--- config.mk ---
export PLATFORM = sky130hd
export DESIGN_NAME = binary_volume_moment_accumulator_core_flat
export DESIGN_NICKNAME = d
export VERILOG_FILES = /design/src/hw/rtl/bvma_pkg.sv /design/src/hw/rtl/bvma_req_if.sv /design/src/hw/rtl/bvma_rsp_if.sv /design/src/hw/rtl/bvma_coord.sv /design/src/hw/rtl/bvma_product.sv /design/src/hw/rtl/bvma_accum.sv /design/src/hw/rtl/binary_volume_moment_accumulator_core.sv /design/src/flat_wrapper.sv
export SDC_FILE = /design/constraint.sdc
export NUM_CORES = 2
export LEC_CHECK = 0
export BUFFER_PORTS_ARGS = -buffer_cell sky130_fd_sc_hd__buf_4
export CORE_UTILIZATION = 45
export DETAILED_ROUTE_END_ITERATION = 8
export SLEW_MARGIN = 40
export SYNTH_ARGS = -nofsm -noshare
export SYNTH_HDL_FRONTEND = slang
export SYNTH_SLANG_ARGS = --single-unit
--- constraint.sdc ---
create_clock -name clock -period 22.8 [get_ports clock]
set_input_delay 4.56 -clock clock [delete_from_list [all_inputs] [get_ports clock]]
set_output_delay 4.56 -clock clock [all_outputs]
set_load 0.005 [all_outputs]
--- src/hw/rtl/bvma_pkg.sv ---
// shared constants, stage types and the size helper for the volume moment accumulator
`default_nettype none

package bvma_pkg;

   localparam int MAX_DIM   = 1024;
   localparam int POS_W     = $clog2(MAX_DIM);
   localparam int CFG_W     = 11;
   localparam int VAL_W     = 16;
   localparam int CNT_W     = 31;
   localparam int SUM1_W    = 40;
   localparam int SUM2_W    = 50;
   localparam int PROD_W    = 2 * POS_W;
   localparam int CSR_IDX_W = 2;

   localparam logic [CFG_W-1:0] SIZE_RESET = CFG_W'(256);

   typedef enum logic [CSR_IDX_W-1:0] {
      CSR_X_SIZE = 2'd0,
      CSR_Y_SIZE = 2'd1,
      CSR_Z_SIZE = 2'd2
   } csr_index_type;

   typedef struct packed {
      logic             valid;
      logic             hit;
      logic             last;
      logic [POS_W-1:0] x;
      logic [POS_W-1:0] y;
      logic [POS_W-1:0] z;
   } coord_stage_type;

   typedef struct packed {
      logic              valid;
      logic              hit;
      logic              last;
      logic [POS_W-1:0]  x;
      logic [POS_W-1:0]  y;
      logic [POS_W-1:0]  z;
      logic [PROD_W-1:0] xx;
      logic [PROD_W-1:0] xy;
      logic [PROD_W-1:0] xz;
      logic [PROD_W-1:0] yy;
      logic [PROD_W-1:0] yz;
      logic [PROD_W-1:0] zz;
   } prod_stage_type;

   // highest coordinate along one axis: zero size acts as one, oversize clamps
   function automatic logic [POS_W-1:0] size_limit(input logic [CFG_W-1:0] size);
      logic [POS_W-1:0] limit;
      if (size == '0) begin
         limit = '0;
      end else if (int'(size) > MAX_DIM) begin
         limit = POS_W'(MAX_DIM - 1);
      end else begin
         limit = POS_W'(size - 1'b1);
      end
      return limit;
   endfunction

endpackage

`default_nettype wire

--- src/hw/rtl/bvma_req_if.sv ---
// voxel input channel
`default_nettype none

interface bvma_req_if;
   import bvma_pkg::*;

   logic             valid;
   logic             ready;
   logic [VAL_W-1:0] voxel_value;

   modport source (output valid, output voxel_value, input ready);
   modport sink   (input valid, input voxel_value, output ready);
endinterface

`default_nettype wire

--- src/hw/rtl/bvma_rsp_if.sv ---
// moment result channel
`default_nettype none

interface bvma_rsp_if;
   import bvma_pkg::*;

   logic              valid;
   logic              ready;
   logic [CNT_W-1:0]  voxel_count;
   logic [SUM1_W-1:0] sum_x;
   logic [SUM1_W-1:0] sum_y;
   logic [SUM1_W-1:0] sum_z;
   logic [SUM2_W-1:0] sum_xx;
   logic [SUM2_W-1:0] sum_xy;
   logic [SUM2_W-1:0] sum_xz;
   logic [SUM2_W-1:0] sum_yy;
   logic [SUM2_W-1:0] sum_yz;
   logic [SUM2_W-1:0] sum_zz;

   modport source (output valid, output voxel_count, output sum_x, output sum_y,
                   output sum_z, output sum_xx, output sum_xy, output sum_xz,
                   output sum_yy, output sum_yz, output sum_zz, input ready);
   modport sink   (input valid, input voxel_count, input sum_x, input sum_y,
                   input sum_z, input sum_xx, input sum_xy, input sum_xz,
                   input sum_yy, input sum_yz, input sum_zz, output ready);
endinterface

`default_nettype wire

--- src/hw/rtl/bvma_coord.sv ---
// size registers, raster coordinate counters and the input stage register
`default_nettype none

module bvma_coord (
   input  wire logic                          clock,
   input  wire logic                          reset,
   input  wire logic                          csr_write_en,
   input  wire logic [bvma_pkg::CSR_IDX_W-1:0] csr_index,
   input  wire logic [bvma_pkg::CFG_W-1:0]     csr_write_data,
   bvma_req_if.sink                           req_stream,
   input  wire logic                          advance,
   output bvma_pkg::coord_stage_type          coord_out
);
   import bvma_pkg::*;

   logic [CFG_W-1:0] x_size_ff, x_size_in;
   logic [CFG_W-1:0] y_size_ff, y_size_in;
   logic [CFG_W-1:0] z_size_ff, z_size_in;
   logic [POS_W-1:0] pos_x_ff, pos_x_in;
   logic [POS_W-1:0] pos_y_ff, pos_y_in;
   logic [POS_W-1:0] pos_z_ff, pos_z_in;
   coord_stage_type  stage_ff, stage_in;

   logic end_x, end_y, end_z, last_voxel, accept;

   always_comb begin
      x_size_in = x_size_ff;
      y_size_in = y_size_ff;
      z_size_in = z_size_ff;
      if (csr_write_en) begin
         if (csr_index == CSR_X_SIZE) begin
            x_size_in = csr_write_data;
         end else if (csr_index == CSR_Y_SIZE) begin
            y_size_in = csr_write_data;
         end else if (csr_index == CSR_Z_SIZE) begin
            z_size_in = csr_write_data;
         end
      end
   end

   // >= so that a counter past a shrunken size wraps at once
   assign end_x      = pos_x_ff >= size_limit(x_size_ff);
   assign end_y      = pos_y_ff >= size_limit(y_size_ff);
   assign end_z      = pos_z_ff >= size_limit(z_size_ff);
   assign last_voxel = end_x && end_y && end_z;

   assign req_stream.ready = advance;
   assign accept           = req_stream.valid && advance;

   always_comb begin
      pos_x_in = pos_x_ff;
      pos_y_in = pos_y_ff;
      pos_z_in = pos_z_ff;
      if (accept) begin
         if (last_voxel) begin
            pos_x_in = '0;
            pos_y_in = '0;
            pos_z_in = '0;
         end else if (!end_x) begin
            pos_x_in = pos_x_ff + 1'b1;
         end else begin
            pos_x_in = '0;
            if (!end_y) begin
               pos_y_in = pos_y_ff + 1'b1;
            end else begin
               pos_y_in = '0;
               pos_z_in = pos_z_ff + 1'b1;
            end
         end
      end
   end

   always_comb begin
      stage_in = stage_ff;
      if (advance) begin
         stage_in.valid = accept;
         stage_in.hit   = req_stream.voxel_value != '0;
         stage_in.last  = last_voxel;
         stage_in.x     = pos_x_ff;
         stage_in.y     = pos_y_ff;
         stage_in.z     = pos_z_ff;
      end
   end

   always_ff @(posedge clock) begin
      if (reset) begin
         x_size_ff <= SIZE_RESET;
         y_size_ff <= SIZE_RESET;
         z_size_ff <= SIZE_RESET;
         pos_x_ff  <= '0;
         pos_y_ff  <= '0;
         pos_z_ff  <= '0;
         stage_ff  <= '0;
      end else begin
         x_size_ff <= x_size_in;
         y_size_ff <= y_size_in;
         z_size_ff <= z_size_in;
         pos_x_ff  <= pos_x_in;
         pos_y_ff  <= pos_y_in;
         pos_z_ff  <= pos_z_in;
         stage_ff  <= stage_in;
      end
   end

   assign coord_out = stage_ff;

   a_wrap_after_last: assert property (@(posedge clock) disable iff (reset)
      (accept && last_voxel) |=> (pos_x_ff == '0 && pos_y_ff == '0 && pos_z_ff == '0))
      else $error("coordinates not cleared after last item of volume");

   a_hold_when_idle: assert property (@(posedge clock) disable iff (reset)
      !accept |=> ($stable(pos_x_ff) && $stable(pos_y_ff) && $stable(pos_z_ff)))
      else $error("coordinates moved without an accepted item");

endmodule

`default_nettype wire

--- src/hw/rtl/bvma_product.sv ---
// coordinate product stage
`default_nettype none

module bvma_product (
   input  wire logic                 clock,
   input  wire logic                 reset,
   input  wire logic                 advance,
   input  bvma_pkg::coord_stage_type coord_in,
   output bvma_pkg::prod_stage_type  prod_out
);
   import bvma_pkg::*;

   prod_stage_type stage_ff, stage_in;

   always_comb begin
      stage_in = stage_ff;
      if (advance) begin
         stage_in.valid = coord_in.valid;
         stage_in.hit   = coord_in.hit;
         stage_in.last  = coord_in.last;
         stage_in.x     = coord_in.x;
         stage_in.y     = coord_in.y;
         stage_in.z     = coord_in.z;
         stage_in.xx    = PROD_W'(coord_in.x) * PROD_W'(coord_in.x);
         stage_in.xy    = PROD_W'(coord_in.x) * PROD_W'(coord_in.y);
         stage_in.xz    = PROD_W'(coord_in.x) * PROD_W'(coord_in.z);
         stage_in.yy    = PROD_W'(coord_in.y) * PROD_W'(coord_in.y);
         stage_in.yz    = PROD_W'(coord_in.y) * PROD_W'(coord_in.z);
         stage_in.zz    = PROD_W'(coord_in.z) * PROD_W'(coord_in.z);
      end
   end

   always_ff @(posedge clock) begin
      if (reset) begin
         stage_ff <= '0;
      end else begin
         stage_ff <= stage_in;
      end
   end

   assign prod_out = stage_ff;

endmodule

`default_nettype wire

--- src/hw/rtl/bvma_accum.sv ---
// moment accumulators and the result register
`default_nettype none

module bvma_accum (
   input  wire logic                clock,
   input  wire logic                reset,
   input  bvma_pkg::prod_stage_type prod_in,
   output logic                     advance,
   bvma_rsp_if.source               rsp_stream
);
   import bvma_pkg::*;

   logic [CNT_W-1:0]  count_ff, count_in;
   logic [SUM1_W-1:0] sum1_ff [3];
   logic [SUM1_W-1:0] sum1_in [3];
   logic [SUM2_W-1:0] sum2_ff [6];
   logic [SUM2_W-1:0] sum2_in [6];

   logic [CNT_W-1:0]  count_add;
   logic [SUM1_W-1:0] sum1_add [3];
   logic [SUM2_W-1:0] sum2_add [6];
   logic [SUM1_W-1:0] term1 [3];
   logic [SUM2_W-1:0] term2 [6];

   logic              rsp_valid_ff, rsp_valid_in;
   logic [CNT_W-1:0]  rsp_count_ff, rsp_count_in;
   logic [SUM1_W-1:0] rsp_sum1_ff [3];
   logic [SUM1_W-1:0] rsp_sum1_in [3];
   logic [SUM2_W-1:0] rsp_sum2_ff [6];
   logic [SUM2_W-1:0] rsp_sum2_in [6];

   logic out_busy, take;

   // only a finished volume waiting on a full result register stalls the pipe
   assign out_busy = rsp_valid_ff && !rsp_stream.ready;
   assign advance  = !(prod_in.valid && prod_in.last && out_busy);
   assign take     = prod_in.valid && advance;

   assign term1[0] = SUM1_W'(prod_in.x);
   assign term1[1] = SUM1_W'(prod_in.y);
   assign term1[2] = SUM1_W'(prod_in.z);
   assign term2[0] = SUM2_W'(prod_in.xx);
   assign term2[1] = SUM2_W'(prod_in.xy);
   assign term2[2] = SUM2_W'(prod_in.xz);
   assign term2[3] = SUM2_W'(prod_in.yy);
   assign term2[4] = SUM2_W'(prod_in.yz);
   assign term2[5] = SUM2_W'(prod_in.zz);

   always_comb begin
      count_add = count_ff + CNT_W'(prod_in.hit);
      for (int i = 0; i < 3; i++) begin
         sum1_add[i] = prod_in.hit ? sum1_ff[i] + term1[i] : sum1_ff[i];
      end
      for (int i = 0; i < 6; i++) begin
         sum2_add[i] = prod_in.hit ? sum2_ff[i] + term2[i] : sum2_ff[i];
      end
   end

   always_comb begin
      count_in     = count_ff;
      sum1_in      = sum1_ff;
      sum2_in      = sum2_ff;
      rsp_count_in = rsp_count_ff;
      rsp_sum1_in  = rsp_sum1_ff;
      rsp_sum2_in  = rsp_sum2_ff;
      rsp_valid_in = rsp_stream.ready ? 1'b0 : rsp_valid_ff;
      if (take) begin
         if (prod_in.last) begin
            rsp_valid_in = 1'b1;
            rsp_count_in = count_add;
            rsp_sum1_in  = sum1_add;
            rsp_sum2_in  = sum2_add;
            count_in     = '0;
            for (int i = 0; i < 3; i++) begin
               sum1_in[i] = '0;
            end
            for (int i = 0; i < 6; i++) begin
               sum2_in[i] = '0;
            end
         end else begin
            count_in = count_add;
            sum1_in  = sum1_add;
            sum2_in  = sum2_add;
         end
      end
   end

   always_ff @(posedge clock) begin
      if (reset) begin
         rsp_valid_ff <= 1'b0;
         count_ff     <= '0;
         for (int i = 0; i < 3; i++) begin
            sum1_ff[i] <= '0;
         end
         for (int i = 0; i < 6; i++) begin
            sum2_ff[i] <= '0;
         end
      end else begin
         rsp_valid_ff <= rsp_valid_in;
         count_ff     <= count_in;
         sum1_ff      <= sum1_in;
         sum2_ff      <= sum2_in;
      end
   end

   always_ff @(posedge clock) begin
      rsp_count_ff <= rsp_count_in;
      rsp_sum1_ff  <= rsp_sum1_in;
      rsp_sum2_ff  <= rsp_sum2_in;
   end

   assign rsp_stream.valid       = rsp_valid_ff;
   assign rsp_stream.voxel_count = rsp_count_ff;
   assign rsp_stream.sum_x       = rsp_sum1_ff[0];
   assign rsp_stream.sum_y       = rsp_sum1_ff[1];
   assign rsp_stream.sum_z       = rsp_sum1_ff[2];
   assign rsp_stream.sum_xx      = rsp_sum2_ff[0];
   assign rsp_stream.sum_xy      = rsp_sum2_ff[1];
   assign rsp_stream.sum_xz      = rsp_sum2_ff[2];
   assign rsp_stream.sum_yy      = rsp_sum2_ff[3];
   assign rsp_stream.sum_yz      = rsp_sum2_ff[4];
   assign rsp_stream.sum_zz      = rsp_sum2_ff[5];

   a_cleared_on_emit: assert property (@(posedge clock) disable iff (reset)
      $rose(rsp_valid_ff) |-> (count_ff == '0 && sum1_ff[0] == '0 && sum2_ff[5] == '0))
      else $error("accumulators not cleared when result was loaded");

   a_hold_on_stall: assert property (@(posedge clock) disable iff (reset)
      !advance |=> ($stable(count_ff) && $stable(sum1_ff[0]) && $stable(sum2_ff[0])))
      else $error("accumulators changed while pipe was stalled");

   a_empty_sums: assert property (@(posedge clock) disable iff (reset)
      (count_ff == '0) |-> (sum1_ff[0] == '0 && sum1_ff[1] == '0 && sum1_ff[2] == '0
                            && sum2_ff[0] == '0 && sum2_ff[3] == '0 && sum2_ff[5] == '0))
      else $error("coordinate sums nonzero with no counted item");

endmodule

`default_nettype wire

--- src/hw/rtl/binary_volume_moment_accumulator_core.sv ---
// Volume moment accumulator top level.
// The last voxel of a volume is registered in the input stage on accept, then in the product stage,
// then accumulated into the result register, which raises valid; a stall can hold it between stages.
// Throughput: one voxel per cycle; input stalls only while a finished result is
// still held and the next volume's last voxel reaches the accumulators.
// Reset: sizes return to 256, coordinates and all sums clear, no result pending.
`default_nettype none

module binary_volume_moment_accumulator_core (
   input  wire logic                          clock,
   input  wire logic                          reset,
   input  wire logic                          csr_write_en,
   input  wire logic [bvma_pkg::CSR_IDX_W-1:0] csr_index,
   input  wire logic [bvma_pkg::CFG_W-1:0]     csr_write_data,
   bvma_req_if.sink                           req_stream,
   bvma_rsp_if.source                         rsp_stream
);
   import bvma_pkg::*;

   coord_stage_type coord_stage;
   prod_stage_type  prod_stage;
   logic            advance;

   bvma_coord u_coord (
      .clock          (clock),
      .reset          (reset),
      .csr_write_en   (csr_write_en),
      .csr_index      (csr_index),
      .csr_write_data (csr_write_data),
      .req_stream     (req_stream),
      .advance        (advance),
      .coord_out      (coord_stage)
   );

   bvma_product u_product (
      .clock    (clock),
      .reset    (reset),
      .advance  (advance),
      .coord_in (coord_stage),
      .prod_out (prod_stage)
   );

   bvma_accum u_accum (
      .clock      (clock),
      .reset      (reset),
      .prod_in    (prod_stage),
      .advance    (advance),
      .rsp_stream (rsp_stream)
   );

endmodule

`default_nettype wire

--- src/flat_wrapper.sv ---
// flat-port wrapper written by rule: the top's interface ports become plain ports
module binary_volume_moment_accumulator_core_flat import bvma_pkg::*;
  (clock, reset, csr_write_en, csr_index, csr_write_data, req_stream_valid, req_stream_voxel_value, req_stream_ready, rsp_stream_valid, rsp_stream_voxel_count, rsp_stream_sum_x, rsp_stream_sum_y, rsp_stream_sum_z, rsp_stream_sum_xx, rsp_stream_sum_xy, rsp_stream_sum_xz, rsp_stream_sum_yy, rsp_stream_sum_yz, rsp_stream_sum_zz, rsp_stream_ready);
  bvma_req_if req_stream_i ();
  bvma_rsp_if rsp_stream_i ();
  input  wire logic clock;
  input  wire logic reset;
  input  wire logic csr_write_en;
  input  wire logic [bvma_pkg::CSR_IDX_W-1:0] csr_index;
  input  wire logic [bvma_pkg::CFG_W-1:0] csr_write_data;
  input wire logic [$bits(req_stream_i.valid)-1:0] req_stream_valid;
  input wire logic [$bits(req_stream_i.voxel_value)-1:0] req_stream_voxel_value;
  output wire logic [$bits(req_stream_i.ready)-1:0] req_stream_ready;
  output wire logic [$bits(rsp_stream_i.valid)-1:0] rsp_stream_valid;
  output wire logic [$bits(rsp_stream_i.voxel_count)-1:0] rsp_stream_voxel_count;
  output wire logic [$bits(rsp_stream_i.sum_x)-1:0] rsp_stream_sum_x;
  output wire logic [$bits(rsp_stream_i.sum_y)-1:0] rsp_stream_sum_y;
  output wire logic [$bits(rsp_stream_i.sum_z)-1:0] rsp_stream_sum_z;
  output wire logic [$bits(rsp_stream_i.sum_xx)-1:0] rsp_stream_sum_xx;
  output wire logic [$bits(rsp_stream_i.sum_xy)-1:0] rsp_stream_sum_xy;
  output wire logic [$bits(rsp_stream_i.sum_xz)-1:0] rsp_stream_sum_xz;
  output wire logic [$bits(rsp_stream_i.sum_yy)-1:0] rsp_stream_sum_yy;
  output wire logic [$bits(rsp_stream_i.sum_yz)-1:0] rsp_stream_sum_yz;
  output wire logic [$bits(rsp_stream_i.sum_zz)-1:0] rsp_stream_sum_zz;
  input wire logic [$bits(rsp_stream_i.ready)-1:0] rsp_stream_ready;
  assign req_stream_i.valid = req_stream_valid;
  assign req_stream_i.voxel_value = req_stream_voxel_value;
  assign req_stream_ready = req_stream_i.ready;
  assign rsp_stream_valid = rsp_stream_i.valid;
  assign rsp_stream_voxel_count = rsp_stream_i.voxel_count;
  assign rsp_stream_sum_x = rsp_stream_i.sum_x;
  assign rsp_stream_sum_y = rsp_stream_i.sum_y;
  assign rsp_stream_sum_z = rsp_stream_i.sum_z;
  assign rsp_stream_sum_xx = rsp_stream_i.sum_xx;
  assign rsp_stream_sum_xy = rsp_stream_i.sum_xy;
  assign rsp_stream_sum_xz = rsp_stream_i.sum_xz;
  assign rsp_stream_sum_yy = rsp_stream_i.sum_yy;
  assign rsp_stream_sum_yz = rsp_stream_i.sum_yz;
  assign rsp_stream_sum_zz = rsp_stream_i.sum_zz;
  assign rsp_stream_i.ready = rsp_stream_ready;
  binary_volume_moment_accumulator_core u_core (.clock(clock), .reset(reset), .csr_write_en(csr_write_en), .csr_index(csr_index), .csr_write_data(csr_write_data), .req_stream(req_stream_i), .rsp_stream(rsp_stream_i));
endmodule
==> reports/metrics.cfg <==
[die]
num_rows = 147
die_w_um = 403.7
die_h_um = 403.7
core_um2 = 160400
start_util_pct = 45.27
ioPinCount = 487
die_area_um2 = 163000

[synthesis]
syn_nets = 8553
ys_ff_latch = 1146
synth_top_area_cell = dfxtp_1
yosysMostFrequentCell = nand2_1
synth_cells = 7691
ys_top_cells_by_count = nand2_1, dfxtp_1, a21oi_1
ys_seq_area_share_pct = 37.81
synthTopCellsByArea = dfxtp_1, edfxtp_1, fa_1, ha_1, xnor2_1
async_reset_ff_share_pct = 0
ys_warn_count = 0
synth-main-ff-cell = dfxtp_1
synth-edff-count = 451
ys_types = 97
avgSynthCellArea_um2 = 9.441
synth_top_area_share_pct = 19.16
synth.cell_area_um2 = 72610

[layout]
layout-drive-gt1-share_pct = 12.27
finalInstanceArea_um2 = 82960
syn_to_final_growth_pct = 14.25
stdcell_count = 10240
area.sequential_um2 = 27470
multi_input_area_um2 = 41940
fin_nets = 8833
fillers = 14680

[grt]
use_met1_pct = 35.14
antenna_found_initial = 2
use_met2_pct = 39.26
grt_overflow = 0
grt_use_total_pct = 24.84
busiest_layer = met2
grt_max_degree = 107
grt_pass1_wl_mm = 318.1
grt_use_met3_pct = 3.889
grt_pass1_vias = 54780

[run_status]
status = completed

[sta]
final.setup.tns_ps = 0
rsz0062_at_grt = false
fin_crit_ps = 10890
min_period_over_period_pct = 47.76
tightest_slew_ps = 877.5
fmax_mhz = 91.83
fin_skew_ps = 51.99
slew_headroom_pct = 41.50
slew_violations = 0
hold_violations = 0
setup_violations = 0

[placed_design]
place.detailed.hpwl_mm = 145.5
dp_cells = 9995
place_area_um2 = 78250
globalplace.congestion = 0.8857
portBuffers = 486

[detailed_routing]
postRouteAntennaNets = 0
first_pass_iters = 7
vias = 57190
routed_wl_mm = 205.7
wl_per_cell_um = 20.08
drt-initial-drc-count = 4446
viasPerCell = 5.583
drc_errors = 0

[cts]
clock_latency_ps = 800
cts_hold_buf = 0
clockBufferDepth = 3
tritoncts = built
cts_made_buffers = 133
clock_tree.root_cell = clkbuf_16
clk_pin_slew_ps = 60
h-tree-depth = 4
cts_num_sinks = 1146
post_cts_resized = 0
cts_setup_buffers = 0

[run]
maxCapViolations = 0

[worst_setup_path]
worstSetupPathType = in2out
cp_max_fo = 67
start_kind = primary input
arrival_ps = 6330
crit_required_ps = 18240
end_kind = output port

[min_path]
hp-class = reg2reg

[power_and_ir_drop]
leakage_nw = 34.75
design_power_total_w = 0.004476
power_density_nw_per_um2 = 53.96
ir_drop_uv = 66.41

routing by layer:
layer	wire length, um	part of all wire (%)
met2	92100	45
met3	12440	6.0
met5	0	0
met1	96190	47
met4	5001	2.4
path summary, 6_finish.rpt:
check / startpoint / end / slack (ps) / cells past startpoint
min reg2reg: u_core.u_coord.coord_out[31]$_SDFFE_PP0N_ / u_core.u_product.prod_out[151]$_SDFFE_PP0N_ / 430 / 2
min: u_core.u_coord.coord_out[31]$_SDFFE_PP0N_ / u_core.u_product.prod_out[151]$_SDFFE_PP0N_ / 430 / 2
max: rsp_stream_ready / req_stream_ready / 11910 / 6
max reg2reg: u_core.u_coord.coord_out[3]$_SDFFE_PP0N_ / u_core.u_product.prod_out[38]$_SDFFE_PP0N_ / 16400 / 22
cells in the final DEF, fill, tap and decap left out, types with 326 or more instances in the layout:
master	n
dfxtp_1	686
nor2_1	432
buf_4	551
xnor2_1	398
fa_1	333
o21ai_0	326
inv_1	474
nand2_1	861
a21oi_1	533
edfxtp_1	451
ha_1	495
stage by stage:
stage | util [%] | setup slack (ps) | hold WS [ps]
after floorplan | - | 5871 | 429.1
after global placement | 48.68 | 11850 | 433.7
after detailed placement | 48.79 | 11820 | 442.2
after CTS | 51.68 | 11810 | 430.4
after global routing | 51.72 | 11840 | 457.9
final | 51.73 | 11910 | 433.5
cell families after synthesis:
kind of cell	after synthesis	share of synthesized area, %
xor+xnor	559	6.743
mux	162	2.445
compound gates	1729	14.88
flops	1146	37.81
fa+ha+maj	829	17.72
buf+inv	901	4.685
simple gates	2365	15.71
final cells by class:
| class | count | area share, % |
|---|---|---|
| diodes | 2 | 0.006033 |
| clock buffers | 181 | 4.423 |
| clock inverters | 65 | 1.160 |
| inverters | 477 | 2.164 |
| multi-input cells | 5644 | 50.55 |
| flip-flops and latches | 1146 | 33.11 |
| well taps | 2160 | 3.258 |
| repair buffers | 569 | 5.324 |
registers in the layout, summed over array words and instances, names as in the netlist, 50 cells and up:
signal	cells
u_core.u_accum.sum2_ff	300
u_core.u_product.prod_out	147
u_core.u_accum.sum1_ff	120
u_core.u_accum.rsp_stream.sum_xx	50
u_core.u_accum.rsp_stream.sum_xy	50
u_core.u_accum.rsp_stream.sum_xz	50
u_core.u_accum.rsp_stream.sum_yy	50
u_core.u_accum.rsp_stream.sum_yz	50
u_core.u_accum.rsp_stream.sum_zz	50
where the power goes:
part | total [W] | switching [W] | internal [W]
sequential | 0.00212 | 0.00000717 | 0.00212
clock | 0.00223 | 0.000935 | 0.00129
combinational | 0.000125 | 0.0000896 | 0.0000358
critical path, stage by stage:
cell and delay, ps:
buf_4 150, nand2b_1 200, nor2_4 140, buf_4 560
inv_6 400, buf_4 260
(Power assumes the default switching activity.)
